## config.mk

```make
export PLATFORM = sky130hd
export DESIGN_NAME = lpct_fifo
export DESIGN_NICKNAME = d
export VERILOG_FILES = /design/src/hdl/lpct_pkg.sv /design/src/hdl/lpct_fifo.sv
export SDC_FILE = /design/constraint.sdc
export NUM_CORES = 1
export LEC_CHECK = 0
export BUFFER_PORTS_ARGS = -buffer_cell sky130_fd_sc_hd__buf_2
export CORE_MARGIN = 1.5
export CORE_UTILIZATION = 45
export CTS_CLUSTER_DIAMETER = 200
export DETAILED_ROUTE_END_ITERATION = 12
export PLACE_DENSITY = 0.76
export SKIP_CTS_REPAIR_TIMING = 1
export SYNTH_ARGS = -nofsm -noshare
export SYNTH_HDL_FRONTEND = slang
export SYNTH_SLANG_ARGS = --single-unit
```

## constraint.sdc

```tcl
create_clock -name aclk -period 5.8 [get_ports aclk]
set_input_delay 0.58 -clock aclk [delete_from_list [all_inputs] [get_ports aclk]]
set_output_delay 0.58 -clock aclk [all_outputs]
set_load 0.02 [all_outputs]
```

## src/hdl/lpct_pkg.sv

```systemverilog
`timescale 1ns / 1ps
// ----------------------------------------------------------------------------
// lpct_pkg: shared types and constants of the linear probe count table
// Field widths, hash mapping constants, queue sizing, opcodes and the
// item and result records passed between the front, queue and back.
// ----------------------------------------------------------------------------
package lpct_pkg;

    // Table geometry (slot count is a power of two)
    localparam int TABLE_SLOTS = 1024;
    localparam int SLOT_W      = $clog2(TABLE_SLOTS);

    // Field widths
    localparam int OP_W       = 2;
    localparam int HASH_W     = 64;
    localparam int CNT_W      = 31;
    localparam int SLOT_OUT_W = 10;
    localparam int RAM_W      = HASH_W + CNT_W;

    // Stream widths
    localparam int S_TDATA_W = 72;
    localparam int M_TDATA_W = 80;

    // Home slot mapping: ((MULT_K*h + ADD_K) mod 2^64 mod MOD_K) mod TABLE_SLOTS
    localparam logic [19:0] MULT_K = 20'd939565;
    localparam logic [31:0] ADD_K  = 32'd4040123209;
    localparam logic [29:0] MOD_K  = 30'd1041530473;

    // Reciprocal floor(2^64 / MOD_K) for the quotient estimate
    localparam logic [127:0] RECIP_FULL = (128'd1 << 64) / 128'(MOD_K);
    localparam logic [34:0]  RECIP_K    = RECIP_FULL[34:0];

    localparam logic [CNT_W-1:0] CNT_MAX = {CNT_W{1'b1}};

    // Front-to-back queue
    localparam int FIFO_DEPTH = 4;
    localparam int FIFO_AW    = $clog2(FIFO_DEPTH);

    typedef enum logic [OP_W-1:0] {
        OP_PUT    = 2'd0,
        OP_REMOVE = 2'd1,
        OP_GET    = 2'd2
    } op_t;

    typedef enum logic [1:0] {
        B_CLEAR,
        B_IDLE,
        B_PROBE,
        B_OUT
    } back_state_t;

    // Classified item: opcode, key hash and home slot
    typedef struct packed {
        logic [OP_W-1:0]   op;
        logic [HASH_W-1:0] hash;
        logic [SLOT_W-1:0] home;
    } probe_req_t;

    // Result record, count in the lowest bits
    typedef struct packed {
        logic [CNT_W-1:0]      total_puts;
        logic                  table_full;
        logic                  hit;
        logic [SLOT_OUT_W-1:0] slot;
        logic [CNT_W-1:0]      count;
    } result_t;

    localparam int RES_W   = $bits(result_t);
    localparam int M_PAD_W = M_TDATA_W - RES_W;

endpackage

```

## src/hdl/lpct_fifo.sv

```systemverilog
`timescale 1ns / 1ps
// ----------------------------------------------------------------------------
// lpct_fifo: short queue of classified items
// Decouples the hash pipeline from the probe engine.
// ----------------------------------------------------------------------------
module lpct_fifo import lpct_pkg::*; (
    input  logic       aclk,
    input  logic       aresetn,
    input  logic       push,
    input  probe_req_t push_req,
    input  logic       pop,
    output probe_req_t head,
    output logic       full,
    output logic       empty
);

    probe_req_t           mem_reg [FIFO_DEPTH];
    logic [FIFO_AW-1:0]   wr_ptr_reg, rd_ptr_reg;
    logic [FIFO_AW:0]     cnt_reg;

    assign full  = cnt_reg == (FIFO_AW+1)'(FIFO_DEPTH);
    assign empty = cnt_reg == '0;
    assign head  = mem_reg[rd_ptr_reg];

    always_ff @(posedge aclk) begin
        if (!aresetn) begin
            wr_ptr_reg <= '0;
            rd_ptr_reg <= '0;
            cnt_reg    <= '0;
        end else begin
            if (push) begin
                wr_ptr_reg <= wr_ptr_reg + 1'b1;
            end
            if (pop) begin
                rd_ptr_reg <= rd_ptr_reg + 1'b1;
            end
            if (push && !pop) begin
                cnt_reg <= cnt_reg + 1'b1;
            end else if (pop && !push) begin
                cnt_reg <= cnt_reg - 1'b1;
            end
        end
    end

    always_ff @(posedge aclk) begin
        if (push) begin
            mem_reg[wr_ptr_reg] <= push_req;
        end
    end

    a_no_overflow: assert property (@(posedge aclk) disable iff (!aresetn)
        push |-> !full)
        else $error("fifo: push while full");

    a_no_underflow: assert property (@(posedge aclk) disable iff (!aresetn)
        pop |-> !empty)
        else $error("fifo: pop while empty");

endmodule

```

; Word-level counts from Yosys, hierarchy flattened
; Memories as Yosys holds them, arrays and structs flattened. A register that Yosys moved wholly into a read port is not among the register bits.
; Index checks and enable logic that the tools add are counted.
[word_totals]
output_inout_bits = 78
mem_bits_rw = 304
n_memories = 1
inputBits = 80
word_cells = 21
reg_bits = 7
[classes]
n_reduce_logical = 6
n_eq_ne = 1
add_sub_neg = 4
n_mux = 6
[mem_list]
columns = name, words, width, read_ports, rd_ports_with_merged_regs, write_ports, line
row1 = mem_reg, 4, 76, 1, 1, 1, lpct_fifo.sv:17  ; probe_req_t mem_reg [FIFO_DEPTH];
[ops]
columns = op, n
row1 = 3-bit two-way mux, 2
row2 = "2-bit by 1-bit adder with 2-bit output, second input constant", 2
row3 = 2-bit two-way mux, 2
row4 = "3-bit by 1-bit adder with 3-bit output, second input constant", 1
row5 = "3-bit equality test, second input constant", 1
row6 = 3-bit logical NOT, 1
row7 = "3-bit by 1-bit subtractor with 3-bit output, second input constant", 1
row8 = 1-bit logical AND, 2
row9 = 1-bit logical NOT, 2
row10 = 1-bit two-way mux, 2
row11 = 2-bit nonzero test, 1

; Longest topological paths before layout
[logic_depth]
depth_word = 4
depth_mapped = 7
mapped_depth_nobuf = 7

; Worst setup path before layout
; No wires, ideal clock.
[synth_timing]
path_kind = input -> register
from = in push
to = mem mem_reg[0][0] (netlist name) (enable)
cell_stages = 1
t_arrival_ps = 2354
setup_ps = 442
slack_ps = 3004
required_ps = 5358
n_path_buf = 0
path_cell_list = and2_1
[synth_via]
elab_chain_cells = 2
[synth_rtl]
columns = element, line
row1 = start: declaration, lpct_fifo.sv:9  ; input logic push,
row2 = 1-bit two-way mux, lpct_fifo.sv:46  ; if (push) begin
row3 = 1-bit two-way mux (not written as such), lpct_fifo.sv:47  ; mem_reg[wr_ptr_reg] <= push_req;
row4 = end: declaration, lpct_fifo.sv:17
; Every way passes these cells.

==> run summary <==
Status = completed
IO buf count = 157
Crit path time final = 3.58 ns
Ranking of synthesized cells by area = edfxtp_1 (80%), mux4_2 (15%), dfxtp_1 (1.6%)
Post-Route WL = 20.5 mm
Worst r2r dst = mem_reg[0][49]
Ports = 158
Die Span X = 163 um
RSZ-0062 raised after global routing = false
Post-Syn Nets = 526
Final Max Tran Viols = 0
Vias = 5,078
H-tree Lvls = 1
First-pass GRT wire length = 31.7 mm
Hold Path End = mem_reg[0][20]
Core Util, Final = 53.7%
Sequential cell area = 9320 sq um
Final-stage net count = 700
Crit-path cells = buf_4 > mux4_2 > buf_2
Reg2Reg Depth = 4
Number of buffers created by CTS = 30
Global route hottest layer = met2
Slowest stage delay, CP = 1.03 ns
Net Sw Power = 1110 uW
P_int = 3920 uW
Max-slew headroom = 21.5%
Clock Tree Buf Depth = 3
Die area = 26,400 sq um
Final worst setup slack = 2.22 ns
Seq cells post-synth = 313
Worst clock skew = 0.0132 ns
Post-synth EDFFs = 304
Die Ht = 163 um
Arr. time, crit path = 3.00 ns
LEAKAGE = 0.00451 uW
Largest register FFs = 304
DRT iter0 DRCs = 317
Synth Instances = 440
Clk_lat worst skew = 0.54 ns
Hold Slack = 0.250 ns
FFs w/ async S/R, synth = 0%
Initial antenna violation count = 3
Primary FF master, synth = edfxtp_1
Row Count = 58
Routed vias/inst = 5.25
Overall Global Routing Usage = 15.8%
Clk network pwr share = 37.3%
R2R Setup Slk = 3.69 ns
Antenna viol nets, final = 0
Type of destination of the critical path = primary output
Seq/Total Area, Yosys = 81.3%
Layout area overhead = 17.6%
Pwr Total = 5030 uW
Wire length per cell = 21.2 um
Top cells by count, synth = edfxtp_1 (304), mux4_2 (76), and2_1 (9), dfxtp_1 (9)
Synth area leader = edfxtp_1
Max-cap viol count = 0
Combinational power share = 9.8%
Fillers = 1,941
First-pass detailed-route iteration total = 4
Root buffer cell = clkbuf_16
Met1 Use GR = 20.2%
Fin. Hold Viols = 0
Hold depth = 1
Worst setup SP type = register
Worst EP required = 5.22 ns
# setup viols final = 0
Initial Utilization = 45.6%
TritonCTS clock tree = yes
Post-route clock period utilization = 61.7%
Largest net degree at the start of global routing = 77
Met2 Use GR = 27.5%
Core region area = 25,100 sq um
WP buf/inv = 2
Pre-CTS setup slack = 2.66 ns
Count leader, synth = edfxtp_1
Switch share = 22.1%
HPWL Detailed = 11.7 mm
Hold path startpoint = push_req[20]
Worst Max-Slew Pin Slew = 1.18 ns
FF-to-FF Start = wr_ptr_reg[0]
Synth top area share = 79.7%
Slowest-stage cell, CP = dfxtp_4
VDD IR-drop max = 0.281 mV
Worst-path clk slew = 0.06 ns
Vias in the first global route = 5,627
Sequential Power Share = 53.0%
Power Dens Cells = 374 nW/um^2
Layout cells sized above 1 = 44.2%
Syn_area_per_cell = 26.0 sq um
Worst min path class = primary input to register
Post-Syn Area = 11,500 sq um
DRC errors left = 0
Max Freq = 280 MHz
GRT overflow = 0
Setup TNS = 0 ns
Placer Congestion = 0.759
TritonCTS Sinks = 313
Area of the multi-input gates = 1970 sq um
GR Util met3 = 3.41%
Critical path's top delay family = flip-flops
Warnings, synthesis = 0
Crit Path Class = register to primary output
Synth unique cells = 22
Crit path max fanout = 50
how the worst max path moves through the flow:
| stage | depth (start not counted) | startpoint | end | slack, ns |
|---|---|---|---|---|
| floorplan | 1 | push | mem_reg[0][0] | 3.00 |
| global placement | 3 | register | head[7] | 2.71 |
| detailed placement | 3 | register | head[39] | 2.66 |
| CTS | 3 | register | head[39] | 2.06 |
| global route | 3 | register | head[40] | 1.90 |
| finish | 3 | register | head[19] | 2.22 |
per-stage QoR:
stage / instances / area [sq um]
2_1_floorplan: 440 / 11500
3_3_place_gp: 912 / 12500
3_5_place_dp: 912 / 12500
4_1_cts: 966 / 13500
5_1_grt: 966 / 13500
6_report: 967 / 13500
area by class of cell:
| class | count | share of cell area [%] |
|---|---|---|
| Sequential cell | 313 | 69.2 |
| Tap cell | 330 | 3.06 |
| Multi-Input combinational cell | 106 | 14.6 |
| Antenna cell | 1 | 0.0186 |
| Timing Repair Buffer | 159 | 5.94 |
| Inverter | 4 | 0.111 |
| Clock inverter | 13 | 1.03 |
| Clock buffer | 41 | 6.04 |
layer usage:
| metal | wire [um] | vias up |
|---|---|---|
| li1 | - | 2230 |
| met1 | 8250 | 2652 |
| met2 | 10500 | 150 |
| met3 | 1250 | 42 |
| met4 | 463 | 4 |
| met5 | 23 | - |
power by group through the flow:
stage | combinational (uW) | sequential, uW | clock, uW
after floorplan | 367 | 2670 | 0
after global placement | 483 | 2710 | 0
after detailed placement | 499 | 2720 | 0
after CTS | 502 | 2670 | 1920
after global routing | 526 | 2680 | 2010
final | 491 | 2670 | 1880
cells by family after synthesis:
group	after synthesis	synth area share, %
AND/OR/NAND/NOR	15	0.797
AO/OA/AOI/OAI	2	0.109
adder cells (fa/ha/maj)	6	0.721
buffers and inverters	21	1.62
flip-flops	313	81.3
XOR/XNOR	5	0.382
multiplexers	78	15.1
layout by cell type (no fill, tap or decap):
master     synthesis  layout
edfxtp_1         304     304
buf_2              5     157
mux4_2            76      76
clkbuf_16          0      31
clkbuf_1           0      10
dfxtp_1            9       7
and2_1             9       5
ha_1               5       5
clkinv_2           0       5
inv_1              4       4
and2_4             0       4
clkinv_1           0       4
xor2_1             3       3
bufinv_16          0       3
xnor2_1            2       2
mux2i_1            2       2
nor2b_1            2       2
dfxtp_4            0       2
buf_4              3       2
diode_2            0       1
nor3_1             1       1
nor3b_1            1       1
nand2_1            1       1
o21ai_0            1       1
or3_1              1       1
a21boi_0           1       1
fa_1               1       1
inv_6              0       1
(Power assumes the default switching activity.)
